**src/rtl/core/jssc_pkg.sv**
```systemverilog
// Package: types, character codes and parser phases for the JSON subset syntax checker.
`default_nettype none
package jssc_pkg;

	localparam int MAX_DEPTH = 16;
	localparam int DEPTH_W   = 5;

	localparam logic [7:0] CH_LBRACE = 8'h7B;
	localparam logic [7:0] CH_RBRACE = 8'h7D;
	localparam logic [7:0] CH_LBRACK = 8'h5B;
	localparam logic [7:0] CH_RBRACK = 8'h5D;
	localparam logic [7:0] CH_COLON  = 8'h3A;
	localparam logic [7:0] CH_COMMA  = 8'h2C;
	localparam logic [7:0] CH_QUOTE  = 8'h22;
	localparam logic [7:0] CH_SPACE  = 8'h20;
	localparam logic [7:0] CH_LF     = 8'h0A;

	typedef enum logic [10:0] {
		PH_TOP      = 11'b000_0000_0001,
		PH_KEY      = 11'b000_0000_0010,
		PH_IN_KEY   = 11'b000_0000_0100,
		PH_COLON    = 11'b000_0000_1000,
		PH_VALUE    = 11'b000_0001_0000,
		PH_IN_VAL   = 11'b000_0010_0000,
		PH_LIST     = 11'b000_0100_0000,
		PH_IN_LIST  = 11'b000_1000_0000,
		PH_AFT_LIST = 11'b001_0000_0000,
		PH_AFT_MEM  = 11'b010_0000_0000,
		PH_DONE     = 11'b100_0000_0000
	} phase_t;

	typedef enum logic [2:0] {
		EK_NONE   = 3'd0,
		EK_STRING = 3'd1,
		EK_COLON  = 3'd2,
		EK_LIST   = 3'd3,
		EK_OBJECT = 3'd4,
		EK_END    = 3'd5
	} ek_t;

	typedef struct packed {
		phase_t               phase;
		logic [DEPTH_W-1:0]   depth;
		ek_t                  err;
	} pstate_t;

	localparam pstate_t PSTATE_RESET = '{phase: PH_TOP, depth: '0, err: EK_NONE};

endpackage
`default_nettype wire

```
**src/rtl/core/jssc_step.sv**
```systemverilog
// Parser step: next phase, depth and latched error for one document byte.
`default_nettype none
module jssc_step
	import jssc_pkg::*;
(
	input  wire  [7:0] c,
	input  pstate_t    cur,
	output pstate_t    nxt
);

	logic               forbidden;
	logic [DEPTH_W-1:0] depth_dec;

	assign forbidden = c inside {CH_LBRACE, CH_RBRACE, CH_LBRACK, CH_RBRACK, CH_COLON, CH_COMMA};
	assign depth_dec = (cur.depth != '0) ? cur.depth - 1'b1 : cur.depth;

	always_comb begin
		nxt = cur;
		if (cur.err == EK_NONE && c != CH_SPACE && c != CH_LF) begin
			case (cur.phase)
				PH_TOP: begin
					if (c == CH_LBRACE) begin
						nxt.depth = DEPTH_W'(1);
						nxt.phase = PH_KEY;
					end else begin
						nxt.err = EK_OBJECT;
					end
				end
				PH_KEY: begin
					if (c == CH_QUOTE) nxt.phase = PH_IN_KEY;
					else if (c == CH_RBRACE) nxt.err = EK_OBJECT;
					else nxt.err = EK_STRING;
				end
				PH_IN_KEY: begin
					if (c == CH_QUOTE) nxt.phase = PH_COLON;
					else if (forbidden) nxt.err = EK_STRING;
				end
				PH_COLON: begin
					if (c == CH_COLON) nxt.phase = PH_VALUE;
					else nxt.err = EK_COLON;
				end
				PH_VALUE: begin
					if (c == CH_QUOTE) nxt.phase = PH_IN_VAL;
					else if (c == CH_LBRACK) nxt.phase = PH_LIST;
					else if (c == CH_LBRACE) begin
						if (cur.depth >= DEPTH_W'(MAX_DEPTH)) begin
							nxt.err = EK_OBJECT;
						end else begin
							nxt.depth = cur.depth + 1'b1;
							nxt.phase = PH_KEY;
						end
					end else begin
						nxt.err = EK_OBJECT;
					end
				end
				PH_IN_VAL: begin
					if (c == CH_QUOTE) nxt.phase = PH_AFT_MEM;
					else if (forbidden) nxt.err = EK_STRING;
				end
				PH_LIST: begin
					if (c == CH_QUOTE) nxt.phase = PH_IN_LIST;
					else nxt.err = EK_LIST;
				end
				PH_IN_LIST: begin
					if (c == CH_QUOTE) nxt.phase = PH_AFT_LIST;
					else if (forbidden) nxt.err = EK_STRING;
				end
				PH_AFT_LIST: begin
					if (c == CH_COMMA) nxt.phase = PH_LIST;
					else if (c == CH_RBRACK) nxt.phase = PH_AFT_MEM;
					else nxt.err = EK_LIST;
				end
				PH_AFT_MEM: begin
					if (c == CH_COMMA) begin
						nxt.phase = PH_KEY;
					end else if (c == CH_RBRACE) begin
						nxt.depth = depth_dec;
						nxt.phase = (depth_dec == '0) ? PH_DONE : PH_AFT_MEM;
					end else begin
						nxt.err = EK_OBJECT;
					end
				end
				PH_DONE: nxt.err = EK_END;
				default: nxt.err = EK_OBJECT;
			endcase
		end
	end

endmodule
`default_nettype wire

```
**src/rtl/core/json_subset_syntax_checker_top.sv**
```systemverilog
// Top level: input register, parser state, verdict register and handshakes.
// Verdict path: the last byte's word passes the input register, then the verdict register;
// it waits in the input register while an earlier verdict is still held.
// One byte per cycle unless stalled; the parser state update is a combinational step.
// The input stalls only while a verdict is held and the next last byte is waiting.
// Reset: asynchronous, active low; parser returns to expecting the top brace, no word held.
`default_nettype none
module json_subset_syntax_checker_top
	import jssc_pkg::*;
(
	input  wire        clk,
	input  wire        arst_n,
	input  wire        in_valid,
	output logic       in_ready,
	input  wire  [7:0] char_in,
	input  wire        last_byte,
	output logic       out_valid,
	input  wire        out_ready,
	output logic       doc_valid,
	output logic [2:0] error_kind
);

	logic       valid_s1;
	logic [7:0] char_s1;
	logic       last_s1;
	pstate_t    state_q;
	pstate_t    state_nxt;
	logic       out_free;
	logic       advance;
	ek_t        kind;
	logic       doc_q;
	ek_t        kind_q;

	jssc_step u_step (
		.c   (char_s1),
		.cur (state_q),
		.nxt (state_nxt)
	);

	assign out_free = !out_valid || out_ready;
	assign advance  = valid_s1 && (!last_s1 || out_free);
	assign in_ready = !valid_s1 || advance;

	assign kind = (state_nxt.err == EK_NONE && state_nxt.phase != PH_DONE) ? EK_END
		: state_nxt.err;

	always_ff @(posedge clk or negedge arst_n) begin
		if (!arst_n) begin
			valid_s1  <= 1'b0;
			state_q   <= PSTATE_RESET;
			out_valid <= 1'b0;
		end else begin
			if (in_valid && in_ready) valid_s1 <= 1'b1;
			else if (advance) valid_s1 <= 1'b0;

			if (advance) state_q <= last_s1 ? PSTATE_RESET : state_nxt;

			if (advance && last_s1) out_valid <= 1'b1;
			else if (out_ready) out_valid <= 1'b0;
		end
	end

	always_ff @(posedge clk) begin
		if (in_valid && in_ready) begin
			char_s1 <= char_in;
			last_s1 <= last_byte;
		end
		if (advance && last_s1) begin
			kind_q <= kind;
			doc_q  <= (kind == EK_NONE);
		end
	end

	assign doc_valid  = doc_q;
	assign error_kind = kind_q;

endmodule
`default_nettype wire
```
**config.mk**
```make
export PLATFORM = sky130hd
export DESIGN_NAME = json_subset_syntax_checker_top
export DESIGN_NICKNAME = d
export VERILOG_FILES = /design/src/rtl/core/jssc_pkg.sv /design/src/rtl/core/jssc_step.sv /design/src/rtl/core/json_subset_syntax_checker_top.sv
export SDC_FILE = /design/constraint.sdc
export NUM_CORES = 1
export LEC_CHECK = 0
export BUFFER_PORTS_ARGS = -buffer_cell sky130_fd_sc_hd__buf_2
export CAP_MARGIN = 10
export CORE_ASPECT_RATIO = 0.6
export CORE_MARGIN = 10
export CORE_UTILIZATION = 25
export CTS_CLUSTER_DIAMETER = 200
export DETAILED_ROUTE_END_ITERATION = 8
export PLACE_DENSITY = 0.38
export SLEW_MARGIN = 5
export SYNTH_ARGS = -nofsm -noshare
export SYNTH_HDL_FRONTEND = slang
export SYNTH_HIERARCHICAL = 1
export SYNTH_SLANG_ARGS = --single-unit
```
**constraint.sdc**
```tcl
create_clock -name clk -period 6.8 [get_ports clk]
set_clock_uncertainty 0.1 [all_clocks]
set_input_delay 1.36 -clock clk [delete_from_list [all_inputs] [get_ports clk]]
set_output_delay 1.36 -clock clk [all_outputs]
set_load 0.05 [all_outputs]
```
==> flow_summary.html, run 1 <==
<table>
<tr><th>Metric</th><th>Value</th></tr>
<tr><th colspan="2">Finish</th></tr>
<tr><td>Layout cells sized above 1</td><td>16.77%</td></tr>
<tr><td>Relative area change from synthesis to final layout</td><td>11.08%</td></tr>
<tr><td># diodes</td><td>0</td></tr>
<tr><td>Layout net count</td><td>331</td></tr>
<tr><td>Final standard cell count with taps included and fillers excluded</td><td>455</td></tr>
<tr><td>Fill cells</td><td>1167</td></tr>
<tr><th colspan="2">Synth</th></tr>
<tr><td>Top cell type by total area after synthesis</td><td>dfrtp_1</td></tr>
<tr><td>Complex-gate fraction of the synthesized area</td><td>25.87%</td></tr>
<tr><td>Number of instances in the synthesized netlist</td><td>309</td></tr>
<tr><td>Mapped Area</td><td>2790 um^2</td></tr>
<tr><td>FF+latch count, synth</td><td>34</td></tr>
<tr><td>Number of enable-type register cells in the synthesized netlist</td><td>13</td></tr>
<tr><td>Part of the Yosys area used for sequential elements</td><td>32.87%</td></tr>
<tr><td>Area share of and/or/nand/nor cells after synthesis</td><td>31.84%</td></tr>
<tr><td>Synth unique cells</td><td>75</td></tr>
<tr><td>Area share of fa/ha/maj cells after synthesis</td><td>1.345%</td></tr>
<tr><td>Main flop type after synthesis</td><td>dfrtp_1</td></tr>
<tr><td>Largest family of logic cells by synthesized area</td><td>simple AND/OR/NAND/NOR gates</td></tr>
<tr><td>Multiplexer share of the synthesized area</td><td>0.3587%</td></tr>
<tr><td>Number of nets in the synthesized netlist</td><td>325</td></tr>
<tr><td>Largest cells by area after synthesis</td><td>dfrtp_1 (18%), edfxtp_1 (14%), a22o_1 (6.6%)</td></tr>
<tr><td>Yosys warning count</td><td>6</td></tr>
<tr><td>Mean instance size in the synthesized netlist</td><td>9.030 um^2</td></tr>
<tr><td>Proportion of netlist area held by the largest area contributor</td><td>17.94%</td></tr>
<tr><td>FFs w/ async S/R, synth</td><td>61.76%</td></tr>
<tr><td>Post-synthesis share of cell area spent on xor and xnor gates</td><td>2.197%</td></tr>
<tr><th colspan="2">Worst setup path</th></tr>
<tr><td>Cell with the biggest individual delay on the critical path</td><td>or4b_2</td></tr>
<tr><td>Stage delay of the slowest cell on the critical path</td><td>0.71 ns</td></tr>
<tr><td>Startpoint-to-endpoint class of the critical path</td><td>reg2reg</td></tr>
<tr><td>CP Data Required Time</td><td>6.74 ns</td></tr>
<tr><td>Crit-path max FO</td><td>10</td></tr>
<tr><td>Crit path arrival time</td><td>3.69 ns</td></tr>
<tr><td>Cells traversed along the worst timing path</td><td>inv_1 &gt; ha_1 &gt; or4b_2 &gt; nor2_1 &gt; a31oi_1 &gt; nand4b_1 &gt; o41ai_1 &gt; nor4b_1 &gt; nand3_1 &gt; a21o_1</td></tr>
<tr><td>Kind of end point of the critical path</td><td>flip-flop</td></tr>
<tr><td>Total buffers and inverters traversed by the critical path</td><td>1</td></tr>
<tr><td>Family with the most delay on the worst path</td><td>simple AND/OR/NAND/NOR gates</td></tr>
<tr><td>Startpoint types</td><td>flip-flop</td></tr>
<tr><td>Setup slack, reg-to-reg</td><td>3.05 ns</td></tr>
<tr><th colspan="2">Clock tree</th></tr>
<tr><td>CTS Hold Bufs</td><td>0</td></tr>
<tr><td>Post-cts sizing count</td><td>0</td></tr>
<tr><td>Master cell of the clock root buffer</td><td>clkbuf_16</td></tr>
<tr><td>TritonCTS clock tree</td><td>built</td></tr>
<tr><td>Post-CTS Setup Inserts</td><td>0</td></tr>
<tr><td>CTS HTree Levels</td><td>2</td></tr>
<tr><td>Total CTS buffers</td><td>5</td></tr>
<tr><td>Clk Latency, worst-skew pair</td><td>0.28 ns</td></tr>
<tr><td>Max clock buf depth</td><td>2</td></tr>
<tr><td>Clock input transition at the sequential cells of the worst setup and hold paths</td><td>0.06 ns</td></tr>
<tr><td>Clk sinks</td><td>34</td></tr>
<tr><th colspan="2">Routing</th></tr>
<tr><td>Vias per inst</td><td>5.888</td></tr>
<tr><td>Total wire length</td><td>9192 um</td></tr>
<tr><td>Number of detailed-routing iterations run before antenna repair</td><td>4</td></tr>
<tr><td>Routed vias</td><td>2679</td></tr>
<tr><td>Number of nets with antenna violations after detailed routing</td><td>0</td></tr>
<tr><td>Final routed DRC violation total</td><td>0</td></tr>
<tr><td>Initial detailed-routing violation count</td><td>280</td></tr>
<tr><td>Routed length per instance</td><td>20.20 um</td></tr>
<tr><th colspan="2">Global routing</th></tr>
<tr><td>Grt ovf</td><td>0</td></tr>
<tr><td>Initial antenna violation count</td><td>0</td></tr>
<tr><td>All-layer global routing usage</td><td>11.65%</td></tr>
<tr><td>First-pass GRT wire length</td><td>14610 um</td></tr>
<tr><td>Maximum number of pins on one net before global-route repair</td><td>22</td></tr>
<tr><td>Via count of the first global-routing pass</td><td>2502</td></tr>
<tr><th colspan="2">STA</th></tr>
<tr><td>Number of pins with negative max-slew slack in the final report</td><td>0</td></tr>
<tr><td>Final Hold Violating Endpoints</td><td>0</td></tr>
<tr><td>Post-layout min period</td><td>3.752 ns</td></tr>
<tr><td>Final clock period utilization by the worst path</td><td>55.18%</td></tr>
<tr><td>Setup TNS after final layout</td><td>0 ns</td></tr>
<tr><td>Maximum clock frequency</td><td>266.5 MHz</td></tr>
<tr><td>Worst-Margin Slew</td><td>0.9598 ns</td></tr>
<tr><td>RSZ-0062 raised after global routing</td><td>no</td></tr>
<tr><td>Worst slew margin relative to its limit</td><td>35.72%</td></tr>
<tr><td>Endpoints failing setup</td><td>0</td></tr>
<tr><th colspan="2">Run</th></tr>
<tr><td>Number of maximum-capacitance violations</td><td>0</td></tr>
<tr><th colspan="2">Place</th></tr>
<tr><td>HPWL after detailed placement</td><td>6714 um</td></tr>
<tr><td>Weighted congestion at the end of routability-driven global placement</td><td>0.8739</td></tr>
<tr><td>Number of placed instances, taps included</td><td>447</td></tr>
<tr><td>Count of input and output buffers</td><td>18</td></tr>
<tr><th colspan="2">Die</th></tr>
<tr><td>Site Rows</td><td>29</td></tr>
<tr><td>Die boundary height</td><td>101.8 um</td></tr>
<tr><td>Overall die area</td><td>15920 um^2</td></tr>
<tr><td>Starting utilization of the core area</td><td>25.98%</td></tr>
<tr><td>Number of top-level pins</td><td>19</td></tr>
<tr><td>Core area</td><td>10740 um^2</td></tr>
<tr><td>Horizontal die dimension</td><td>156.4 um</td></tr>
<tr><th colspan="2">Pwr</th></tr>
<tr><td>Max rail drop VDD</td><td>0.08533 mV</td></tr>
<tr><td>Power density over the cells</td><td>189.3 nW/um^2</td></tr>
<tr><td>Static Leakage</td><td>0.001179 uW</td></tr>
<tr><th colspan="2">Hold path</th></tr>
<tr><td>Worst min-delay path class</td><td>reg2reg</td></tr>
<tr><th colspan="2">Outcome</th></tr>
<tr><td>Status</td><td>complete, no violations</td></tr>
</table>
layer usage:
metal	GRT usage, %	part of all wire, %
met3	2.852	8.0
met2	14.76	36
met4	2.527	0.83
met1	18.55	55
met5	0	0
layout by cell type (no fill, tap or decap), types with 4 or more instances in the layout:
cell type / instances
buf_2: 18
dfrtp_1: 20
o21ai_1: 4
o31ai_1: 5
xnor2_1: 5
edfxtp_1: 13
clkbuf_16: 5
nor3_1: 19
o22ai_1: 4
nor4_1: 11
a21o_1: 7
o21ai_0: 7
inv_1: 8
or4_1: 5
a211oi_1: 4
nand2_1: 17
a31oi_1: 5
or3_1: 5
a22o_1: 21
nand3_1: 10
nand4_1: 5
nor2_1: 23
a21oi_1: 12
flip-flops by register name, summed over array words and instances, names as in the netlist:
register / flops
char_s1: 8
doc_valid: 1
error_kind: 3
last_s1: 1
out_valid: 1
state_q: 19
valid_s1: 1
power by group:
group,internal [uW],switching [uW]
registers,224,13.3
logic,35.7,74.9
clock network,145,93.8
total,405,182
through the flow:
stage | hold WS, ns | total power, uW | setup WS, ns | util (%) | cell area (um^2)
after floorplan | 0.3710 | 321.4 | 3.419 | - | 2790
after global placement | 0.4262 | 351.7 | 3.040 | 27.45 | 2948
after detailed placement | 0.4254 | 349.0 | 3.078 | 27.45 | 2948
after CTS | 0.4448 | 593.9 | 3.051 | 28.86 | 3099
after global routing | 0.4808 | 617.9 | 2.822 | 28.86 | 3099
final | 0.4428 | 586.6 | 3.048 | 28.86 | 3099
synthesized netlist by cell type, drive strengths merged, types with 2 or more instances:
cell type and n:
or3b 3, a31oi 6, a211oi 4, nand2 18, a21oi 12, a21o 8
ha 3, or3 7, and2 3, nand4b 2, xnor2 5, nand4 5
o21ai 12, o2111ai 2, nor2 23, a31o 3, o31ai 5, nor3 21
dfrtp 20, nor2b 4, buf 11, and4 4, or4 5, nand3 11
a22o 21, edfxtp 13, nor4 15, a221oi 2, and3 2, nor4b 4
nand4bb 3, o22ai 4, o41ai 3, o21a 3, xor2 2, clkbuf 10
a22oi 2, nand2b 3, or4b 2, inv 8
final timing paths:
| check | start | cells past startpoint | to |
|---|---|---|---|
| setup / recovery | state_q[3] | 10 | error_kind[0] |
| hold / removal | state_q[2] | 1 | state_q[2] |
| setup reg to reg | state_q[3] | 10 | error_kind[0] |
| hold reg to reg | state_q[2] | 1 | state_q[2] |
| max in group asynchronous | arst_n | 1 | state_q[18] |
| min in group asynchronous | arst_n | 1 | state_q[7] |
logic make-up after synthesis:
logic type      after synthesis
simple gates                139
mux                           1
compound gates               96
flops                        34
buf+inv                      29
fa+ha+maj                     3
xor+xnor                      7
layout make-up:
| cell class | count | area, um^2 | share of cell area [%] |
|---|---|---|---|
| Clock buffer | 6 | 138.9 | 4.481 |
| Clock inverter | 2 | 12.51 | 0.4037 |
| Inverter | 8 | 30.03 | 0.9689 |
| Multi-Input combinational cell | 246 | 1722 | 55.55 |
| Sequential cell | 34 | 917.1 | 29.59 |
| Tap cell | 139 | 173.9 | 5.612 |
| Timing Repair Buffer | 20 | 105.1 | 3.391 |
Power figures use the tool's default switching activity.
==> run 2: changes to the inputs <==
Settings changed: PLACE_DENSITY 0.38 to 0.39.
Clock period 6.8 ns to 3.3 ns, I/O delays scaled along.
==> run 2 against run 1 <==
Routed wire length is 8.1% higher. Combinational power is 140% higher. Clock power grew 110%. Critical path depth down 1. Fmax up 18%. Hold slack worse by 0.17 ns. Power grew 110%. Non-clock buffer count increased by 56. Global-route usage is 0.87 points higher. Sequential cell count stayed put. Final area rose by 17%. Register-to-register slack worse by 2.9 ns. Critical path type unchanged.
==> flow_summary.html, run 2 (synthesized netlist as in run 1, its figures left out) <==
<table>
<tr><th>Metric</th><th>Value</th></tr>
<tr><th colspan="2">Outcome</th></tr>
<tr><td>Status</td><td>complete, no violations</td></tr>
<tr><th colspan="2">Worst setup path</th></tr>
<tr><td>CP Data Required Time</td><td>3.24 ns (-3.50 ns)</td></tr>
<tr><td>Startpoint-to-endpoint class of the critical path</td><td>reg2reg</td></tr>
<tr><td>Kind of end point of the critical path</td><td>flip-flop</td></tr>
<tr><td>Crit path arrival time</td><td>3.12 ns (-0.57 ns)</td></tr>
<tr><td>Crit-path max FO</td><td>10 (unchanged)</td></tr>
<tr><td>Reg2Reg Launch Point</td><td>state_q[16]</td></tr>
<tr><td>Startpoint types</td><td>flip-flop</td></tr>
<tr><td>Critical path startpoint</td><td>state_q[16]</td></tr>
<tr><th colspan="2">Finish</th></tr>
<tr><td>Top library cells by usage in the layout, fill and taps aside</td><td>buf_4 (58), nor2_1 (23), a22o_1 (21)</td></tr>
<tr><td>Relative area change from synthesis to final layout</td><td>29.60%</td></tr>
<tr><td>Most common library cell in the layout ignoring fill and taps</td><td>buf_4</td></tr>
<tr><td># diodes</td><td>0 (unchanged)</td></tr>
<tr><td>Fill cells</td><td>1124 (-3.7%)</td></tr>
<tr><td>Multi-input gate area</td><td>1818 um^2 (+5.6%)</td></tr>
<tr><td>Layout net count</td><td>387 (+17%)</td></tr>
<tr><td>Largest register by flop count</td><td>state_q</td></tr>
<tr><td>Layout cells sized above 1</td><td>32.80% (+16 points)</td></tr>
<tr><td>Seq. cell area</td><td>917.1 um^2 (unchanged)</td></tr>
<tr><td>Largest register FFs</td><td>19 (unchanged)</td></tr>
<tr><th colspan="2">STA</th></tr>
<tr><td>Setup TNS after final layout</td><td>0 ns (unchanged)</td></tr>
<tr><td>Endpoints failing setup</td><td>0 (unchanged)</td></tr>
<tr><td>Final clock period utilization by the worst path</td><td>96.37% (+41 points)</td></tr>
<tr><td>Number of pins with negative max-slew slack in the final report</td><td>0 (unchanged)</td></tr>
<tr><td>Worst slew margin relative to its limit</td><td>55.76% (+20 points)</td></tr>
<tr><td>Tightest hold margin</td><td>0.2692 ns (-0.1736 ns)</td></tr>
<tr><td>Final Hold Violating Endpoints</td><td>0 (unchanged)</td></tr>
<tr><td>Worst-Margin Slew</td><td>0.6576 ns (-0.3022 ns)</td></tr>
<tr><td>Maximum clock frequency</td><td>314.4 MHz (+18%)</td></tr>
<tr><td>Post-layout min period</td><td>3.180 ns (-0.5719 ns)</td></tr>
<tr><th colspan="2">Global routing</th></tr>
<tr><td>Initial antenna violation count</td><td>0 (unchanged)</td></tr>
<tr><td>Maximum number of pins on one net before global-route repair</td><td>22 (unchanged)</td></tr>
<tr><td>First-pass GRT wire length</td><td>15480 um (+5.9%)</td></tr>
<tr><td>Grt ovf</td><td>0 (unchanged)</td></tr>
<tr><td>Via count of the first global-routing pass</td><td>2688 (+7.4%)</td></tr>
<tr><td>All-layer global routing usage</td><td>12.52% (+0.87 points)</td></tr>
<tr><th colspan="2">Clock tree</th></tr>
<tr><td>Clk Latency, worst-skew pair</td><td>0.28 ns (about the same)</td></tr>
<tr><td>Master cell of the clock root buffer</td><td>clkbuf_16</td></tr>
<tr><td>TritonCTS clock tree</td><td>built</td></tr>
<tr><td>Clock input transition at the sequential cells of the worst setup and hold paths</td><td>0.06 ns (about the same)</td></tr>
<tr><td>Max clock buf depth</td><td>2 (unchanged)</td></tr>
<tr><td>Total CTS buffers</td><td>5 (unchanged)</td></tr>
<tr><td>CTS HTree Levels</td><td>2 (unchanged)</td></tr>
<tr><td>Clk sinks</td><td>34 (unchanged)</td></tr>
<tr><td>CTS Hold Bufs</td><td>0 (unchanged)</td></tr>
<tr><th colspan="2">Routing</th></tr>
<tr><td>Vias per inst</td><td>5.587 (-5.1%)</td></tr>
<tr><td>Total wire length</td><td>9932 um (+8.1%)</td></tr>
<tr><td>Initial detailed-routing violation count</td><td>275 (-1.8%)</td></tr>
<tr><td>Routed vias</td><td>2855 (+6.6%)</td></tr>
<tr><td>Final routed DRC violation total</td><td>0 (unchanged)</td></tr>
<tr><td>Number of detailed-routing iterations run before antenna repair</td><td>5 (+1)</td></tr>
<tr><td>Routed length per instance</td><td>19.44 um (-3.8%)</td></tr>
<tr><td>Number of nets with antenna violations after detailed routing</td><td>0 (unchanged)</td></tr>
<tr><th colspan="2">Die</th></tr>
<tr><td>Horizontal die dimension</td><td>156.4 um (unchanged)</td></tr>
<tr><td>Starting utilization of the core area</td><td>25.98% (unchanged)</td></tr>
<tr><td>Overall die area</td><td>15920 um^2 (unchanged)</td></tr>
<tr><td>Die boundary height</td><td>101.8 um (unchanged)</td></tr>
<tr><td>Number of top-level pins</td><td>19 (unchanged)</td></tr>
<tr><td>Core area</td><td>10740 um^2 (unchanged)</td></tr>
<tr><td>Site Rows</td><td>29 (unchanged)</td></tr>
<tr><th colspan="2">Pwr</th></tr>
<tr><td>Static Leakage</td><td>0.001502 uW (+27%)</td></tr>
<tr><td>Combinational Power Share</td><td>21.8% (+2.9 points)</td></tr>
<tr><td>Internal power</td><td>858.5 uW (+110%)</td></tr>
<tr><td>Switching share of power</td><td>30.88% (-0.15 points)</td></tr>
<tr><td>Power density over the cells</td><td>343.5 nW/um^2 (+81%)</td></tr>
<tr><td>Max rail drop VDD</td><td>0.1591 mV (+86%)</td></tr>
<tr><td>Sequential fraction of design power</td><td>38.8% (-1.6 points)</td></tr>
<tr><td>Relative contribution of the clock network to total power</td><td>39.5% (-1.2 points)</td></tr>
<tr><td>P_sw</td><td>383.6 uW (+110%)</td></tr>
<tr><th colspan="2">Place</th></tr>
<tr><td>Weighted congestion at the end of routability-driven global placement</td><td>0.8820 (+0.93%)</td></tr>
<tr><td>Count of input and output buffers</td><td>18 (unchanged)</td></tr>
<tr><td>HPWL after detailed placement</td><td>7608 um (+13%)</td></tr>
<tr><th colspan="2">Run</th></tr>
<tr><td>Number of maximum-capacitance violations</td><td>0 (unchanged)</td></tr>
<tr><th colspan="2">Hold path</th></tr>
<tr><td>Worst min-delay path class</td><td>in2async</td></tr>
</table>
## run 2: per-layer routing
layer  routed length, um  share of wire [%]  vias to the layer above  GRT usage, %
li1                    -                  -                     1349             -
met1                5667                 57                     1385         20.76
met5                   0                  0                        -             0
met2                3509                 35                      114         15.18
met3                 700                7.0                        7         2.810
met4                  54               0.54                        0         2.238
## run 2: critical path, stage by stage, from the launching register on
cell	delay [ns]
dfrtp_1	0.46
or4_1	0.56
or3_4	0.44
a31o_1	0.24
buf_4	0.17
nand2_1	0.06
o21ai_0	0.14
nor4b_2	0.34
nand3_1	0.21
a21o_1	0.22
## run 2: area by class of cell
cell class | count | area share (%)
Multi-Input combinational cell | 246 | 50.28
Sequential cell | 34 | 25.36
Timing Repair Buffer | 76 | 14.53
Tap cell | 139 | 4.810
Clock buffer | 6 | 3.841
Inverter | 8 | 0.8304
Clock inverter | 2 | 0.3460
## run 2: path summary, 6_finish.rpt
| check | slack (ns) | cells past startpoint | endpoint |
|---|---|---|---|
| setup reg to reg | 0.12 | 9 | error_kind[0] |
| hold / removal | 0.27 | 1 | state_q[3] |
| min in group clk | 0.43 | 1 | state_q[2] |
| max in group asynchronous | 2.45 | 1 | state_q[15] |
| setup / recovery | 0.12 | 9 | error_kind[0] |
| hold reg to reg | 0.43 | 1 | state_q[2] |
## run 2: power groups by stage
stage	logic [uW]	clock network (uW)	registers [uW]
finish	270	490	481
global placement	259	0	488
global route	296	530	484
floorplan	169	0	494
CTS	257	508	481
detailed placement	257	0	489
## run 2: timing repair
item	CTS	global route
setup buffers	0	0
hold endpoints to repair	0	0
setup endpoints to repair	0	3
resized for setup	0	17
## run 2: per-stage QoR
| step | power (uW) | cell area (um^2) | instances | utilization [%] | setup slack [ns] |
|---|---|---|---|---|---|
| global placement | 747.3 | 3366 | 503 | 31.34 | -0.07595 |
| detailed placement | 745.7 | 3366 | 503 | 31.34 | 0.05149 |
| floorplan | 662.2 | 2790 | 309 | - | 0.1337 |
| finish | 1242 | 3616 | 511 | 33.67 | 0.1197 |
| global route | 1310 | 3616 | 511 | 33.67 | -0.02470 |
| CTS | 1246 | 3517 | 511 | 32.75 | 0.04309 |
==> run 3: changes to the inputs <==
Settings changed: ABC_AREA set to 1.
==> run 3 against run 2 <==
Via count rose by 7.9%. Count of clock-buffer cells in the layout fell by 1. Clock power rose by 15%. Core utilization fell by 4.7 points. Critical path depth rose by 7.
==> flow_summary.html, run 3 <==
<table>
<tr><th>Metric</th><th>Value</th></tr>
<tr><th colspan="2">Synth</th></tr>
<tr><td>Main flop type after synthesis</td><td>dfrtp_1</td></tr>
<tr><td>Part of the Yosys area used for sequential elements</td><td>29.93% (-2.9 points)</td></tr>
<tr><td>Most frequent cell after synthesis</td><td>nand2_1</td></tr>
<tr><td>Most used standard cells in the synthesized netlist</td><td>nand2_1 (162), inv_1 (66), nor2_1 (65)</td></tr>
<tr><td>Mean instance size in the synthesized netlist</td><td>6.331 um^2 (-30%)</td></tr>
<tr><td>FFs w/ async S/R, synth</td><td>61.76% (unchanged)</td></tr>
<tr><td>Proportion of netlist area held by the largest area contributor</td><td>19.84% (+1.9 points)</td></tr>
<tr><td>Synth unique cells</td><td>32 (-57%)</td></tr>
<tr><td>Yosys warning count</td><td>6 (unchanged)</td></tr>
<tr><td>FF+latch count, synth</td><td>34 (unchanged)</td></tr>
<tr><td>Number of enable-type register cells in the synthesized netlist</td><td>13 (unchanged)</td></tr>
<tr><td>Top cell type by total area after synthesis</td><td>nand2_1</td></tr>
<tr><td>Number of nets in the synthesized netlist</td><td>500 (+54%)</td></tr>
<tr><td>Number of instances in the synthesized netlist</td><td>484 (+57%)</td></tr>
<tr><td>Mapped Area</td><td>3064 um^2 (+9.8%)</td></tr>
<tr><td>Largest cells by area after synthesis</td><td>nand2_1 (20%), dfrtp_1 (16%), edfxtp_1 (13%)</td></tr>
<tr><th colspan="2">Worst setup path</th></tr>
<tr><td>Stage delay of the slowest cell on the critical path</td><td>0.45 ns (-0.11 ns)</td></tr>
<tr><td>Cell with the biggest individual delay on the critical path</td><td>dfrtp_1</td></tr>
<tr><td>Total buffers and inverters traversed by the critical path</td><td>1 (unchanged)</td></tr>
<tr><td>Startpoint-to-endpoint class of the critical path</td><td>reg2reg</td></tr>
<tr><td>Reg2reg path depth</td><td>16 (+7)</td></tr>
<tr><td>Family with the most delay on the worst path</td><td>simple AND/OR/NAND/NOR gates</td></tr>
<tr><td>Critical path startpoint</td><td>state_q[17]</td></tr>
<tr><td>Crit path arrival time</td><td>2.89 ns (-0.23 ns)</td></tr>
<tr><td>Crit-path max FO</td><td>11 (+1)</td></tr>
<tr><td>Reg2Reg Launch Point</td><td>state_q[17]</td></tr>
<tr><td>Critical Path Stages</td><td>16 (+7)</td></tr>
<tr><td>CP Data Required Time</td><td>3.25 ns (about the same)</td></tr>
<tr><td>Cells traversed along the worst timing path</td><td>inv_1 &gt; nand2_4 &gt; nor2_4 &gt; nand2_2 &gt; nand2_1 &gt; nor2_2 &gt; nand3_2 &gt; nand2_1 &gt; o21ai_0 &gt; nand2_1 &gt; nor2_1 &gt; nand2_1 &gt; nor2_1 &gt; nand2_1 &gt; nand2_1 &gt; nand2_1</td></tr>
<tr><td>Most frequent cell on the critical path</td><td>nand2_1</td></tr>
<tr><td>Kind of end point of the critical path</td><td>flip-flop</td></tr>
<tr><td>Startpoint types</td><td>flip-flop</td></tr>
<tr><th colspan="2">Global routing</th></tr>
<tr><td>First-pass GRT wire length</td><td>15770 um (+1.9%)</td></tr>
<tr><td>Grt ovf</td><td>0 (unchanged)</td></tr>
<tr><td>Initial antenna violation count</td><td>0 (unchanged)</td></tr>
<tr><td>Maximum number of pins on one net before global-route repair</td><td>22 (unchanged)</td></tr>
<tr><td>All-layer global routing usage</td><td>11.51% (-1.0 points)</td></tr>
<tr><td>Via count of the first global-routing pass</td><td>2925 (+8.8%)</td></tr>
<tr><th colspan="2">Finish</th></tr>
<tr><td>Largest register by flop count</td><td>state_q</td></tr>
<tr><td>Largest register FFs</td><td>19 (unchanged)</td></tr>
<tr><td># diodes</td><td>0 (unchanged)</td></tr>
<tr><td>Post-layout utilization of the core</td><td>29.01% (-4.7 points)</td></tr>
<tr><td>Relative area change from synthesis to final layout</td><td>13.84%</td></tr>
<tr><td>Layout cells sized above 1</td><td>16.01% (-17 points)</td></tr>
<tr><td>Top library cells by usage in the layout, fill and taps aside</td><td>nand2_1 (162), inv_1 (66), nor2_1 (65)</td></tr>
<tr><td>Multi-input gate area</td><td>1821 um^2 (+0.14%)</td></tr>
<tr><td>Layout net count</td><td>521 (+35%)</td></tr>
<tr><td>Most common library cell in the layout ignoring fill and taps</td><td>nand2_1</td></tr>
<tr><td>Fill cells</td><td>1368 (+22%)</td></tr>
<tr><td>Final standard cell count with taps included and fillers excluded</td><td>671 (+31%)</td></tr>
<tr><td>Seq. cell area</td><td>917.1 um^2 (unchanged)</td></tr>
<tr><th colspan="2">Clock tree</th></tr>
<tr><td>CTS Hold Bufs</td><td>0 (unchanged)</td></tr>
<tr><td>Post-cts sizing count</td><td>0 (unchanged)</td></tr>
<tr><td>Master cell of the clock root buffer</td><td>clkbuf_16</td></tr>
<tr><td>TritonCTS clock tree</td><td>built</td></tr>
<tr><td>Post-CTS Setup Inserts</td><td>0 (unchanged)</td></tr>
<tr><td>CTS HTree Levels</td><td>2 (unchanged)</td></tr>
<tr><td>Clk sinks</td><td>34 (unchanged)</td></tr>
<tr><td>Max clock buf depth</td><td>2 (unchanged)</td></tr>
<tr><td>Clock input transition at the sequential cells of the worst setup and hold paths</td><td>0.06 ns (about the same)</td></tr>
<tr><td>Clk Latency, worst-skew pair</td><td>0.29 ns (about the same)</td></tr>
<tr><td>Total CTS buffers</td><td>5 (unchanged)</td></tr>
<tr><th colspan="2">STA</th></tr>
<tr><td>Final clock period utilization by the worst path</td><td>89.00% (-7.4 points)</td></tr>
<tr><td>Setup TNS after final layout</td><td>0 ns (unchanged)</td></tr>
<tr><td>Post-layout min period</td><td>2.937 ns (-0.2432 ns)</td></tr>
<tr><td>Worst-Margin Slew</td><td>0.6112 ns (-0.04644 ns)</td></tr>
<tr><td>Worst slew margin relative to its limit</td><td>59.21% (+3.5 points)</td></tr>
<tr><td>Endpoints failing setup</td><td>0 (unchanged)</td></tr>
<tr><td>Final Hold Violating Endpoints</td><td>0 (unchanged)</td></tr>
<tr><td>Number of pins with negative max-slew slack in the final report</td><td>0 (unchanged)</td></tr>
<tr><td>Worst Setup Slack, final</td><td>0.3629 ns (+0.2432 ns)</td></tr>
<tr><td>Maximum clock frequency</td><td>340.5 MHz (+8.3%)</td></tr>
<tr><td>Tightest hold margin</td><td>0.2546 ns (-0.01459 ns)</td></tr>
<tr><td>RSZ-0062 raised after global routing</td><td>no</td></tr>
<tr><th colspan="2">Die</th></tr>
<tr><td>Die boundary height</td><td>105.8 um (+3.9%)</td></tr>
<tr><td>Number of top-level pins</td><td>19 (unchanged)</td></tr>
<tr><td>Core area</td><td>12020 um^2 (+12%)</td></tr>
<tr><td>Starting utilization of the core area</td><td>25.48% (-0.49 points)</td></tr>
<tr><td>Site Rows</td><td>31 (+6.9%)</td></tr>
<tr><td>Horizontal die dimension</td><td>162.9 um (+4.2%)</td></tr>
<tr><td>Overall die area</td><td>17230 um^2 (+8.2%)</td></tr>
<tr><th colspan="2">Place</th></tr>
<tr><td>Worst slack after detailed placement</td><td>0.4962 ns (+0.4447 ns)</td></tr>
<tr><td>Count of input and output buffers</td><td>18 (unchanged)</td></tr>
<tr><td>Number of placed instances, taps included</td><td>663 (+32%)</td></tr>
<tr><td>Weighted congestion at the end of routability-driven global placement</td><td>0.9318 (+5.6%)</td></tr>
<tr><td>HPWL after detailed placement</td><td>7875 um (+3.5%)</td></tr>
<tr><th colspan="2">Outcome</th></tr>
<tr><td>Status</td><td>complete, no violations</td></tr>
<tr><th colspan="2">Routing</th></tr>
<tr><td>Number of detailed-routing iterations run before antenna repair</td><td>5 (unchanged)</td></tr>
<tr><td>Routed vias</td><td>3080 (+7.9%)</td></tr>
<tr><td>Initial detailed-routing violation count</td><td>258 (-6.2%)</td></tr>
<tr><td>Final routed DRC violation total</td><td>0 (unchanged)</td></tr>
<tr><td>Number of nets with antenna violations after detailed routing</td><td>0 (unchanged)</td></tr>
<tr><td>Vias per inst</td><td>4.590 (-18%)</td></tr>
<tr><td>Total wire length</td><td>9737 um (-2.0%)</td></tr>
<tr><td>Routed length per instance</td><td>14.51 um (-25%)</td></tr>
<tr><th colspan="2">Pwr</th></tr>
<tr><td>Max rail drop VDD</td><td>0.2066 mV (+30%)</td></tr>
<tr><td>Power density over the cells</td><td>473.6 nW/um^2 (+38%)</td></tr>
<tr><td>Static Leakage</td><td>0.001848 uW (+23%)</td></tr>
<tr><th colspan="2">Hold path</th></tr>
<tr><td>Worst min-delay path class</td><td>in2async</td></tr>
<tr><th colspan="2">Run</th></tr>
<tr><td>Number of maximum-capacitance violations</td><td>0 (unchanged)</td></tr>
</table>
[run 3: cell types whose count changed after synthesis, sizes merged, moves of 7 or more]
cell,previous run,this run
nand2,18,187
inv,8,72
nor2,23,75
a22o,21,0
o21ai,12,33
nand3,11,29
nor4,15,0
clkbuf,10,1
a21o,8,1
or3,7,0
[run 3: per-stage QoR]
step	power [uW]	cell area, um^2
after global placement	1096	3319
after CTS	1666	3488
after global routing	1759	3488
after detailed placement	1092	3319
final	1652	3488
after floorplan	961.8	3064
[run 3: worst reg2reg max path, delay by kind of cell, from the launching register on]
family,cells,cell delay [ns]
flip-flops,1,0.45
buffers and inverters,1,0.23
AND/OR/NAND/NOR,14,1.71
AO/OA/AOI/OAI,1,0.19
[run 3: report_power, final]
group | internal (uW) | total (uW) | switching (uW)
clock network | 357 | 563 | 206
logic | 154 | 575 | 421
registers | 481 | 514 | 33.4
total | 992 | 1650 | 660
[run 3: routing by layer]
metal	global-route usage (%)	vias to the layer above	share of wire, %
li1	-	1564	-
met3	2.991	7	7.3
met4	2.051	0	0.60
met1	18.45	1418	58
met2	14.47	91	34
met5	0	-	0
[run 3: path summary, 6_finish.rpt]
check | end | slack [ns]
setup / recovery | error_kind[0] | 0.36
hold / removal | state_q[15] | 0.25
setup reg to reg | error_kind[0] | 0.36
hold reg to reg | state_q[8] | 0.43
max in group asynchronous | state_q[8] | 2.47
min in group clk | state_q[8] | 0.43
[run 3: area by class of cell]
type                            instances  share of cell area (%)
Clock buffer                            5                   3.587
Inverter                               72                   7.747
Clock inverter                          3                   1.255
Timing Repair Buffer                   20                   3.013
Multi-Input combinational cell        372                   52.19
Tap cell                              165                   5.918
Sequential cell                        34                   26.29
[run 3: cell families (layout without fill, tap and decap cells)]
family / Yosys count / in the layout / share of synthesized area, %
simple gates: 315 / 315 / 47.45
buf+inv: 78 / 100 / 10.66
compound gates: 52 / 52 / 10.17
flops: 34 / 34 / 29.93
fa+ha+maj: 3 / 3 / 1.225
xor+xnor: 2 / 2 / 0.5718
